===== config.mk =====
export PLATFORM = sky130hd
export DESIGN_NAME = pressure_bumper_detector_flat
export DESIGN_NICKNAME = d
export VERILOG_FILES = /design/src/rtl/pbd_pkg.sv /design/src/rtl/pbd_if.sv /design/src/rtl/pbd_cell.sv /design/src/rtl/pressure_bumper_detector.sv /design/src/flat_wrapper.sv
export SDC_FILE = /design/constraint.sdc
export NUM_CORES = 2
export LEC_CHECK = 0
export BUFFER_PORTS_ARGS = -buffer_cell sky130_fd_sc_hd__buf_2
export CORE_ASPECT_RATIO = 0.5
export CORE_MARGIN = 3
export CORE_UTILIZATION = 55
export DETAILED_ROUTE_END_ITERATION = 10
export PLACE_DENSITY = 0.7
export SKIP_CTS_REPAIR_TIMING = 1
export SLEW_MARGIN = 15
export SYNTH_ARGS = -nofsm -noshare
export SYNTH_HDL_FRONTEND = slang
export SYNTH_HIERARCHICAL = 1
export SYNTH_SLANG_ARGS = --single-unit
export TNS_END_PERCENT = 10

===== constraint.sdc =====
create_clock -name clk_i -period 8.8 [get_ports clk_i]
set_input_delay 0.44 -clock clk_i [delete_from_list [all_inputs] [get_ports clk_i]]
set_output_delay 0.44 -clock clk_i [all_outputs]
set_load 0.005 [all_outputs]

===== src/rtl/pbd_pkg.sv =====
package pbd_pkg;

  localparam int unsigned NumChannelsDef = 8;
  localparam int unsigned WindowDepthDef = 8;

  localparam int unsigned MaskW    = 8;
  localparam int unsigned CountW   = 4;
  localparam int unsigned ChanW    = 3;
  localparam int unsigned ReadingW = 25;
  localparam int unsigned TimeW    = 32;
  localparam int unsigned ThrW     = 16;
  localparam int unsigned CfgIdxW  = 3;
  localparam int unsigned CfgDataW = 32;
  localparam int unsigned NumThrRegs = 4;

  localparam logic [CfgDataW-1:0] ThrReset01   = 32'd6553700;
  localparam logic [CfgDataW-1:0] ThrReset23   = 32'd58983300;
  localparam logic [CfgDataW-1:0] ThrReset45   = 32'd32768500;
  localparam logic [CfgDataW-1:0] ThrReset67   = 32'd65537000;
  localparam logic [MaskW-1:0]    PresentReset = 8'hFF;
  localparam logic [TimeW-1:0]    TimeoutReset = 32'd5000;

  typedef enum logic [CfgIdxW-1:0] {
    CfgThr01   = 3'd0,
    CfgThr23   = 3'd1,
    CfgThr45   = 3'd2,
    CfgThr67   = 3'd3,
    CfgPresent = 3'd4,
    CfgTimeout = 3'd5
  } cfg_reg_e;

  typedef struct packed {
    logic                       valid;
    logic [ChanW-1:0]           channel;
    logic                       has_reading;
    logic signed [ReadingW-1:0] reading;
    logic [TimeW-1:0]           time_ms;
    logic [MaskW-1:0]           active;
    logic [MaskW-1:0]           avail;
    logic                       stored;
  } pkt_t;

endpackage


===== src/rtl/pbd_if.sv =====
interface pbd_evt_if;
  logic                                    valid;
  logic                                    ready;
  logic [pbd_pkg::ChanW-1:0]               channel;
  logic                                    has_reading;
  logic signed [pbd_pkg::ReadingW-1:0]     reading;
  logic [pbd_pkg::TimeW-1:0]               time_ms;

  modport source (output valid, channel, has_reading, reading, time_ms, input ready);
  modport sink   (input valid, channel, has_reading, reading, time_ms, output ready);
endinterface

interface pbd_res_if;
  logic                        valid;
  logic                        ready;
  logic [pbd_pkg::MaskW-1:0]   active_mask;
  logic [pbd_pkg::MaskW-1:0]   rising_mask;
  logic [pbd_pkg::MaskW-1:0]   available_mask;
  logic [pbd_pkg::CountW-1:0]  available_count;
  logic                        sample_stored;

  modport source (output valid, active_mask, rising_mask, available_mask,
                  available_count, sample_stored, input ready);
  modport sink   (input valid, active_mask, rising_mask, available_mask,
                  available_count, sample_stored, output ready);
endinterface


===== src/rtl/pbd_cell.sv =====
module pbd_cell #(
  parameter int unsigned CH_IDX       = 0,
  parameter int unsigned WINDOW_DEPTH = pbd_pkg::WindowDepthDef
) (
  input  logic                        clk_i,
  input  logic                        rst_ni,
  input  logic                        adv_i,
  input  logic [pbd_pkg::ThrW-1:0]    thr_i,
  input  logic                        present_i,
  input  logic [pbd_pkg::TimeW-1:0]   timeout_i,
  input  pbd_pkg::pkt_t               pkt_i,
  output pbd_pkg::pkt_t               pkt_o
);
  import pbd_pkg::*;

  localparam logic [ChanW-1:0] ChIdx = ChanW'(CH_IDX);

  logic signed [ReadingW-1:0] win_q [WINDOW_DEPTH];
  logic signed [ReadingW-1:0] win_d [WINDOW_DEPTH];
  logic                       fv_q, fv_d;
  logic [TimeW-1:0]           start_q, start_d;
  logic                       lost_q, lost_d;
  pkt_t                       pkt_q, pkt_d;

  logic                       hit, fail, store;
  logic [TimeW-1:0]           elapsed;
  logic signed [ReadingW:0]   diff;
  logic                       act;

  always_comb begin
    hit     = adv_i && pkt_i.valid && (pkt_i.channel == ChIdx) && present_i && !lost_q;
    fail    = !pkt_i.has_reading || pkt_i.reading[ReadingW-1];
    store   = hit && pkt_i.has_reading && (pkt_i.reading != '0);
    elapsed = pkt_i.time_ms - start_q;

    fv_d    = fv_q;
    start_d = start_q;
    lost_d  = lost_q;
    if (hit && fail) begin
      if (!fv_q) begin
        fv_d    = 1'b1;
        start_d = pkt_i.time_ms;
      end else if (elapsed > timeout_i) begin
        lost_d = 1'b1;
      end
    end else if (hit) begin
      fv_d    = 1'b0;
      start_d = '0;
    end

    for (int i = 0; i < WINDOW_DEPTH; i++) begin
      win_d[i] = win_q[i];
    end
    if (store) begin
      for (int i = 0; i < WINDOW_DEPTH - 1; i++) begin
        win_d[i] = win_q[i+1];
      end
      win_d[WINDOW_DEPTH-1] = pkt_i.reading;
    end

    diff = {win_d[WINDOW_DEPTH-1][ReadingW-1], win_d[WINDOW_DEPTH-1]}
         - {win_d[0][ReadingW-1], win_d[0]};
    act  = diff > $signed({{(ReadingW+1-ThrW){1'b0}}, thr_i});

    pkt_d                = pkt_i;
    pkt_d.active[CH_IDX] = act;
    pkt_d.avail[CH_IDX]  = present_i && !lost_d;
    pkt_d.stored         = pkt_i.stored || store;
  end

  always_ff @(posedge clk_i or negedge rst_ni) begin
    if (!rst_ni) begin
      for (int i = 0; i < WINDOW_DEPTH; i++) begin
        win_q[i] <= '0;
      end
      fv_q    <= 1'b0;
      start_q <= '0;
      lost_q  <= 1'b0;
      pkt_q   <= '0;
    end else begin
      for (int i = 0; i < WINDOW_DEPTH; i++) begin
        win_q[i] <= win_d[i];
      end
      fv_q    <= fv_d;
      start_q <= start_d;
      lost_q  <= lost_d;
      if (adv_i) begin
        pkt_q <= pkt_d;
      end
    end
  end

  assign pkt_o = pkt_q;

endmodule


===== src/rtl/pressure_bumper_detector.sv =====
// Channel  Dir  Handshake          Payload
// evt_i    in   valid/ready        channel, has_reading, reading, time_ms
// res_o    out  valid/ready        active_mask, rising_mask, available_mask,
//                                  available_count, sample_stored
// cfg      in   cfg_we_i           cfg_idx_i, cfg_wdata_i
//
// One event per cycle unless the output stalls; each event passes in turn
// through the registered cell of every channel and leaves the last as a result.
// Reset clears every sample window, offline timer and lost flag at once.
// A result not taken stalls the whole chain; evt_i.ready drops only then.
module pressure_bumper_detector #(
  parameter int unsigned NUM_CHANNELS = pbd_pkg::NumChannelsDef,
  parameter int unsigned WINDOW_DEPTH = pbd_pkg::WindowDepthDef
) (
  input  logic                          clk_i,
  input  logic                          rst_ni,
  pbd_evt_if.sink                       evt_i,
  pbd_res_if.source                     res_o,
  input  logic                          cfg_we_i,
  input  logic [pbd_pkg::CfgIdxW-1:0]   cfg_idx_i,
  input  logic [pbd_pkg::CfgDataW-1:0]  cfg_wdata_i
);
  import pbd_pkg::*;

  localparam logic [MaskW-1:0] ChanMask = MaskW'((1 << NUM_CHANNELS) - 1);

  logic [CfgDataW-1:0] thr_q [NumThrRegs];
  logic [MaskW-1:0]    present_q;
  logic [TimeW-1:0]    timeout_q;
  logic [MaskW-1:0]    prev_act_q;

  pkt_t                pkt [NUM_CHANNELS+1];
  logic                adv;
  logic [CountW-1:0]   count;

  always_ff @(posedge clk_i or negedge rst_ni) begin
    if (!rst_ni) begin
      thr_q[0]  <= ThrReset01;
      thr_q[1]  <= ThrReset23;
      thr_q[2]  <= ThrReset45;
      thr_q[3]  <= ThrReset67;
      present_q <= PresentReset;
      timeout_q <= TimeoutReset;
    end else if (cfg_we_i) begin
      case (cfg_reg_e'(cfg_idx_i))
        CfgThr01, CfgThr23, CfgThr45, CfgThr67: thr_q[cfg_idx_i[1:0]] <= cfg_wdata_i;
        CfgPresent: present_q <= cfg_wdata_i[MaskW-1:0];
        CfgTimeout: timeout_q <= cfg_wdata_i;
        default: ;
      endcase
    end
  end

  assign adv = !pkt[NUM_CHANNELS].valid || res_o.ready;
  assign evt_i.ready = adv;

  always_comb begin
    pkt[0]             = '0;
    pkt[0].valid       = evt_i.valid;
    pkt[0].channel     = evt_i.channel;
    pkt[0].has_reading = evt_i.has_reading;
    pkt[0].reading     = evt_i.reading;
    pkt[0].time_ms     = evt_i.time_ms;
  end

  for (genvar k = 0; k < NUM_CHANNELS; k++) begin : g_cell
    pbd_cell #(
      .CH_IDX       (k),
      .WINDOW_DEPTH (WINDOW_DEPTH)
    ) u_cell (
      .clk_i     (clk_i),
      .rst_ni    (rst_ni),
      .adv_i     (adv),
      .thr_i     (thr_q[k/2][(k%2)*ThrW +: ThrW]),
      .present_i (present_q[k]),
      .timeout_i (timeout_q),
      .pkt_i     (pkt[k]),
      .pkt_o     (pkt[k+1])
    );
  end

  always_comb begin
    count = '0;
    for (int i = 0; i < MaskW; i++) begin
      count = count + CountW'(pkt[NUM_CHANNELS].avail[i]);
    end
  end

  always_ff @(posedge clk_i or negedge rst_ni) begin
    if (!rst_ni) begin
      prev_act_q <= '0;
    end else if (res_o.valid && res_o.ready) begin
      prev_act_q <= pkt[NUM_CHANNELS].active;
    end
  end

  assign res_o.valid           = pkt[NUM_CHANNELS].valid;
  assign res_o.active_mask     = pkt[NUM_CHANNELS].active;
  assign res_o.rising_mask     = pkt[NUM_CHANNELS].active & ~prev_act_q;
  assign res_o.available_mask  = pkt[NUM_CHANNELS].avail;
  assign res_o.available_count = count;
  assign res_o.sample_stored   = pkt[NUM_CHANNELS].stored;

`ifndef NO_ASSERTIONS
  a_count_matches: assert property (@(posedge clk_i) disable iff (!rst_ni)
    res_o.valid |-> res_o.available_count == CountW'($countones(res_o.available_mask)))
    else $error("available_count disagrees with available_mask");

  a_rising_in_active: assert property (@(posedge clk_i) disable iff (!rst_ni)
    res_o.valid |-> (res_o.rising_mask & ~res_o.active_mask) == '0)
    else $error("rising bit without active bit");

  a_no_extra_chan: assert property (@(posedge clk_i) disable iff (!rst_ni)
    res_o.valid |-> ((res_o.active_mask | res_o.available_mask) & ~ChanMask) == '0)
    else $error("mask bit set above the channel count");

  a_avail_present: assert property (@(posedge clk_i) disable iff (!rst_ni)
    res_o.valid |-> (res_o.available_mask & ~present_q) == '0)
    else $error("available channel not present");

  a_stall_only_on_output: assert property (@(posedge clk_i) disable iff (!rst_ni)
    !evt_i.ready |-> res_o.valid && !res_o.ready)
    else $error("input stalled without output backpressure");
`endif

endmodule

===== src/flat_wrapper.sv =====
// flat-port wrapper written by rule: the top's interface ports become plain ports
module pressure_bumper_detector_flat import pbd_pkg::*;
#(
  parameter int unsigned NUM_CHANNELS = pbd_pkg::NumChannelsDef,
  parameter int unsigned WINDOW_DEPTH = pbd_pkg::WindowDepthDef
)
  (clk_i, rst_ni, cfg_we_i, cfg_idx_i, cfg_wdata_i, evt_i_valid, evt_i_channel, evt_i_has_reading, evt_i_reading, evt_i_time_ms, evt_i_ready, res_o_valid, res_o_active_mask, res_o_rising_mask, res_o_available_mask, res_o_available_count, res_o_sample_stored, res_o_ready);
  pbd_evt_if evt_i_i ();
  pbd_res_if res_o_i ();
  input  logic clk_i;
  input  logic rst_ni;
  input  logic cfg_we_i;
  input  logic [pbd_pkg::CfgIdxW-1:0] cfg_idx_i;
  input  logic [pbd_pkg::CfgDataW-1:0] cfg_wdata_i;
  input wire logic [$bits(evt_i_i.valid)-1:0] evt_i_valid;
  input wire logic [$bits(evt_i_i.channel)-1:0] evt_i_channel;
  input wire logic [$bits(evt_i_i.has_reading)-1:0] evt_i_has_reading;
  input wire logic [$bits(evt_i_i.reading)-1:0] evt_i_reading;
  input wire logic [$bits(evt_i_i.time_ms)-1:0] evt_i_time_ms;
  output wire logic [$bits(evt_i_i.ready)-1:0] evt_i_ready;
  output wire logic [$bits(res_o_i.valid)-1:0] res_o_valid;
  output wire logic [$bits(res_o_i.active_mask)-1:0] res_o_active_mask;
  output wire logic [$bits(res_o_i.rising_mask)-1:0] res_o_rising_mask;
  output wire logic [$bits(res_o_i.available_mask)-1:0] res_o_available_mask;
  output wire logic [$bits(res_o_i.available_count)-1:0] res_o_available_count;
  output wire logic [$bits(res_o_i.sample_stored)-1:0] res_o_sample_stored;
  input wire logic [$bits(res_o_i.ready)-1:0] res_o_ready;
  assign evt_i_i.valid = evt_i_valid;
  assign evt_i_i.channel = evt_i_channel;
  assign evt_i_i.has_reading = evt_i_has_reading;
  assign evt_i_i.reading = evt_i_reading;
  assign evt_i_i.time_ms = evt_i_time_ms;
  assign evt_i_ready = evt_i_i.ready;
  assign res_o_valid = res_o_i.valid;
  assign res_o_active_mask = res_o_i.active_mask;
  assign res_o_rising_mask = res_o_i.rising_mask;
  assign res_o_available_mask = res_o_i.available_mask;
  assign res_o_available_count = res_o_i.available_count;
  assign res_o_sample_stored = res_o_i.sample_stored;
  assign res_o_i.ready = res_o_ready;
  pressure_bumper_detector #(.NUM_CHANNELS(NUM_CHANNELS), .WINDOW_DEPTH(WINDOW_DEPTH)) u_core (.clk_i(clk_i), .rst_ni(rst_ni), .evt_i(evt_i_i), .res_o(res_o_i), .cfg_we_i(cfg_we_i), .cfg_idx_i(cfg_idx_i), .cfg_wdata_i(cfg_wdata_i));
endmodule

Yosys cells after proc, flatten, opt, wreduce, memory -nomap -nowiden:

Cells that the tools add are included.

* output and inout port bits: 31
* flip-flop bits (word level): 2563
* input port bits: 101

* bitwise gates (word level): 3
* reductions and logical operators: 137
* $lt $le $gt $ge: 18
* mux-type cells: 75
* equal/unequal tests: 20
* add/sub/neg operators: 23

Operator list (number)
* 200-bit two-way mux: 8
* 32-bit two-way mux: 25
* 32-bit > comparator: 8
* 32-bit subtractor: 8
* 26-bit by 17-bit > comparator with 1-bit output: 8
* 25-bit by 25-bit subtractor with 26-bit output: 8
* 25-bit nonzero test: 8
* 128-bit bitwise mux: 1
* 1-bit logical AND: 66
* 32-bit demux with 2-bit select: 1
* 1-bit two-way mux: 40
* 1-bit zero test: 25
* 4-bit by 1-bit adder with 4-bit output: 6
* 2-bit AND reduction: 11
* 3-bit == test, second input constant: 6
* 1-bit logical OR: 16
* 2-bit != test, second input constant: 8
* 2-bit nonzero test: 8
* 3-bit by 2-bit == test with 1-bit output, second input constant: 4
* 8-bit AND: 1
* 8-bit NOT: 1
* 3-bit by 1-bit == test with 1-bit output, second input constant: 2
* 3-bit zero test: 2
* 4-bit OR reduction: 1
* other kinds (4): 4

Logic depth before layout (Yosys ltp):

* depth in word-level cells: 11
* gate-level depth with buffers: 33
* gate-level depth less buffers: 29

Modules after synthesis:

The synthesis kept the hierarchy.

Modules (own cells, without submodules)
* pbd_cell at u_core.g_cell[1].u_cell: area an instance 16024.1 um^2, cells an instance 1696, instances 1
* pbd_cell at u_core.g_cell[3].u_cell: area an instance 16004.1 um^2, cells an instance 1697, instances 1
* pbd_cell at u_core.g_cell[2].u_cell: area an instance 15991.6 um^2, cells an instance 1696, instances 1
* pbd_cell at u_core.g_cell[6].u_cell: area an instance 15811.4 um^2, cells an instance 1326, instances 1
* pbd_cell at u_core.g_cell[5].u_cell: area an instance 15808.9 um^2, cells an instance 1316, instances 1
* pbd_cell at u_core.g_cell[4].u_cell: area an instance 15787.6 um^2, cells an instance 1315, instances 1
* pbd_cell at u_core.g_cell[0].u_cell: area an instance 15572.4 um^2, cells an instance 1289, instances 1
* pbd_cell at u_core.g_cell[7].u_cell: area an instance 15552.4 um^2, cells an instance 1285, instances 1
* pressure_bumper_detector: area an instance 6995.5 um^2, cells an instance 412, instances 1

Worst setup path before layout:

OpenSTA, ideal clock, no wires.

* path kind: input -> register
* start: input res_o_ready
* end: register u_core.g_cell[2].u_cell.pkt_q (netlist bit u_core/g_cell[2].u_cell/pkt_o[11])
* required time: 8669 ps
* buffers on the path: 3
* arrival time: 6418 ps
* slack: 2252 ps
* stages: 28
* path through: nand2b_1 -> and4b_1 -> and3_1 -> buf_2 -> o21ai_1 -> clkbuf_1 -> buf_1 -> mux2i_1 -> ha_1 -> fa_1 -> nand2b_1 -> a2111oi_0 -> a211oi_1 -> mux2i_1 -> a32o_2 -> a31oi_4 -> o21ai_0 -> xor2_1 -> ha_1 -> nand4_1 -> or4_1 -> o21ai_0 -> a31oi_1 -> a211oi_1 -> and4_4 -> nand4_2 -> a2111oi_2 -> a21boi_1

* word-level cells in the longest chain between the ends: 10

RTL lines
* from (decl): RTL line flat_wrapper.sv:27 `input wire logic [$bits(res_o_i.ready)-1:0] res_o_ready;`
* 1-bit logical OR (*): RTL line pressure_bumper_detector.sv:54 `assign adv = !pkt[NUM_CHANNELS].valid || res_o.ready;`
* 1-bit logical AND (4 in a row): RTL line pbd_cell.sv:31 `hit = adv_i && pkt_i.valid && (pkt_i.channel == ChIdx) && present_i && !lost_q;`
* 1-bit logical AND (2 in a row): RTL line pbd_cell.sv:33 `store = hit && pkt_i.has_reading && (pkt_i.reading != '0);`
* 200-bit two-way mux: RTL line pbd_cell.sv:54 `if (store) begin`
* 25-bit by 25-bit subtractor with 26-bit output: RTL line pbd_cell.sv:62 `- {win_d[0][ReadingW-1], win_d[0]};`
* 26-bit by 17-bit > comparator with 1-bit output: RTL line pbd_cell.sv:63 `act = diff > $signed({{(ReadingW+1-ThrW){1'b0}}, thr_i});`
* to (signal assigned): RTL line pbd_cell.sv:88 `pkt_q <= pkt_d;`
* to (decl): RTL line pbd_cell.sv:23 `pkt_t pkt_q, pkt_d;`

Mark *: on every way between the ends. The rest lies on a longest branch, timed or not.
A chain may end at the register's enable or synchronous reset.

Worst setup path in the final report:

* start: register u_core.g_cell[5].u_cell.pkt_q (netlist bit u_core/g_cell[5].u_cell/pkt_o[69])
* end: register u_core.g_cell[6].u_cell.pkt_q (netlist bit u_core/g_cell[6].u_cell/pkt_o[15])

* word-level cells in the longest chain between the ends: 5

RTL lines (RTL line)
* from (decl): pbd_cell.sv:23
* from (signal assigned): pbd_cell.sv:88
* 25-bit nonzero test: pbd_cell.sv:33
* 1-bit logical AND: pbd_cell.sv:33
* 200-bit two-way mux (*): pbd_cell.sv:54
* 25-bit by 25-bit subtractor with 26-bit output (*): pbd_cell.sv:62
* 26-bit by 17-bit > comparator with 1-bit output (*): pbd_cell.sv:63
* to (signal assigned): pbd_cell.sv:88
* to (decl): pbd_cell.sv:23

Marks and branches as above.

==> impl_metrics.py <==
metrics = {
    "drt": {
        "via_count": 86400,
        "antenna_left": 0,
        "drcViolationCount": 0,
        "via_per_inst": 5.67,
        "drt_first_pass_iters": 6,
        "drt_iter0_drc": 7392,
        "wl_mm": 308,
        "drt-wirelength-per-cell_um": 20.2,
    },
    "global_route": {
        "grt_max_degree": 186,
        "grt_pass1_vias": 83700,
        "antenna_found_initial": 58,
        "grt.overflow.total": 0,
        "grt_pass1_wl_mm": 482,
        "groute.usage.overall": 0.253,
    },
    "timing": {
        "tightest_slew_ns": 1.16,
        "rsz0062_at_grt": "no",
        "setup_violations": 0,
        "min_period_ns": 7.30,
        "post-route-period-util": 0.829,
        "fmax_mhz": 137,
        "slew_headroom": 0.223,
        "fin_skew_ns": 0.0426,
        "drv_slew": 0,
        "fin_tns_setup_ns": 0,
        "whs_ns": 0.165,
        "finalHoldViolCount": 0,
    },
    "power": {
        "power.leakage_nw": 73.0,
        "power.net_switching_mw": 21.5,
        "pwr-share-seq": 0.317,
        "pwr-share-clk": 0.196,
        "swShare": 0.396,
        "peakVddDrop_mv": 0.215,
        "p_int_mw": 32.8,
        "p_per_area_nw_per_um2": 383,
        "pwr-share-comb": 0.487,
    },
    "placed_design": {
        "hpwl_mm": 221,
        "gp_congestion": 0.908,
        "port_buffers": 131,
    },
    "clock_network": {
        "numCtsBuffers": 227,
        "cts.sinks": 2563,
        "htreeDepth": 4,
        "clk_pin_slew_ns": 0.07,
        "clk_path_buf_depth": 4,
        "cts_tree": "done",
        "insertion_delay_ns": 0.87,
        "clock-root-buffer": "clkbuf_16",
    },
    "status": {
        "status": "completed",
    },
    "critical_path": {
        "cp-start-kind": "flip-flop",
        "required_ns": 9.54,
        "worstPathArrival_ns": 8.04,
        "critical_path_class": "reg -> reg",
        "rr_worst_depth": 27,
        "cp_top_family": "compound AO/OA/AOI/OAI gates",
        "cp-end-kind": "flip-flop",
        "cp.depth": 27,
        "cp_max_fo": 66,
        "cpPeakStageDelay_ns": 0.74,
        "slowest_stage": "buf_4",
        "path_buf_inv": 1,
    },
    "final_layout": {
        "layout_commonest_cell": "dfrtp_1",
        "final_cell_mix": "dfrtp_1 (2512), nand2_1 (1847), mux2_2 (1471)",
        "drive_gt1_frac": 0.187,
        "final_nets": 12800,
        "synthToLayoutAreaGrowth_pct": 9.77,
    },
    "run": {
        "drv_cap": 0,
    },
    "synthesis": {
        "synth.cell_area_um2": 129000,
        "yosysWarnings": 6,
        "syn-num-nets": 12700,
        "avgSynthCellArea_um2": 11.0,
        "synthCells": 11800,
    },
    "floorplanning": {
        "die_y_um": 349,
        "initial_utilization": 0.555,
        "coreArea_um2": 233000,
        "dieArea_um2": 241000,
        "die_x_um": 692,
        "num_rows": 125,
        "io_pins": 132,
    },
    "hold_path": {
        "min_path_type": "in -> reg",
        "worstHoldPathCells": 2,
    },
}
worst register-to-register path, delay by kind of cell (launching register included):
family                   cells  cell delay, ns
flip-flops                   1            0.41
AO/OA/AOI/OAI               15            3.50
buffers and inverters        1            0.75
multiplexers                 1            0.34
adder cells (fa/ha/maj)      2            0.54
XOR/XNOR                     1            0.16
AND/OR/NAND/NOR              7            1.48
through the flow:
| stage | total power, mW | cells | util | worst slack [ns] | cell area (um2) |
|---|---|---|---|---|---|
| 3_5_place_dp | 43.4 | 14700 | 0.571 | 1.64 | 133000 |
| 3_3_place_gp | 42.7 | 14700 | 0.571 | 1.73 | 133000 |
| 6_report | 54.3 | 15300 | 0.609 | 1.50 | 142000 |
| 4_1_cts | 54.3 | 15100 | 0.606 | 1.57 | 141000 |
| 5_1_grt | 58.6 | 15200 | 0.609 | 0.972 | 142000 |
| 2_1_floorplan | 36.6 | 11800 | - | 2.25 | 129000 |
final timing paths:
path | from | to | slack [ns]
max | u_core/g_cell[5].u_cell/pkt_o[69] | u_core/g_cell[6].u_cell/pkt_o[15] | 1.50
max reg2reg | u_core/g_cell[5].u_cell/pkt_o[69] | u_core/g_cell[6].u_cell/pkt_o[15] | 1.50
min reg2reg | u_core/g_cell[3].u_cell/win_q[12] | u_core/g_cell[3].u_cell/win_q[37] | 0.45
min in group asynchronous | rst_ni | u_core/g_cell[6].u_cell/win_q[169] | 0.18
min | cfg_wdata_i[22] | u_core/thr_q[22] | 0.17
max in group asynchronous | rst_ni | u_core/g_cell[0].u_cell/start_q[18] | 6.33
layer usage:
metal  GRT usage  vias to the layer above  wire (um)
met4      0.0651                        8       8580
met3      0.0432                      432      19100
met5           0                        -         48
met2       0.380                     2052     132000
met1       0.380                    42900     148000
li1            -                    41000          -
sequential cells by signal, summed over array words and instances (netlist names), named ones only:
| signal | cells |
|---|---|
| u_core/thr_q | 128 |
| u_core/present_q | 8 |
| u_core/g_cell.u_cell/pkt_o | 515 |
| u_core/timeout_q | 32 |
| u_core/g_cell.u_cell/fv_q | 8 |
| u_core/g_cell.u_cell/lost_q | 8 |
| u_core/g_cell.u_cell/win_q | 1594 |
| u_core/g_cell.u_cell/start_q | 256 |
| u_core/prev_act_q | 8 |
final cells by class:
class / instances / area (um2)
well taps: 3111 / 3890
diodes: 55 / 138
fillers: 18900 / 91100
clock buffers: 319 / 6640
inverters: 1003 / 3770
flip-flops and latches: 2563 / 64200
clock inverters: 90 / 1310
repair buffers: 286 / 2160
multi-input cells: 7823 / 59800
power by group through the flow:
| stage | Sequential, mW | Clock (mW) | Combinational, mW |
|---|---|---|---|
| after floorplan | 15.8 | 0 | 20.8 |
| after global placement | 17.2 | 0 | 25.5 |
| after detailed placement | 17.3 | 0 | 26.1 |
| after CTS | 17.1 | 10.9 | 26.3 |
| after global routing | 17.5 | 11.4 | 29.7 |
| final | 17.2 | 10.7 | 26.5 |
Power figures use the tool's default switching activity.
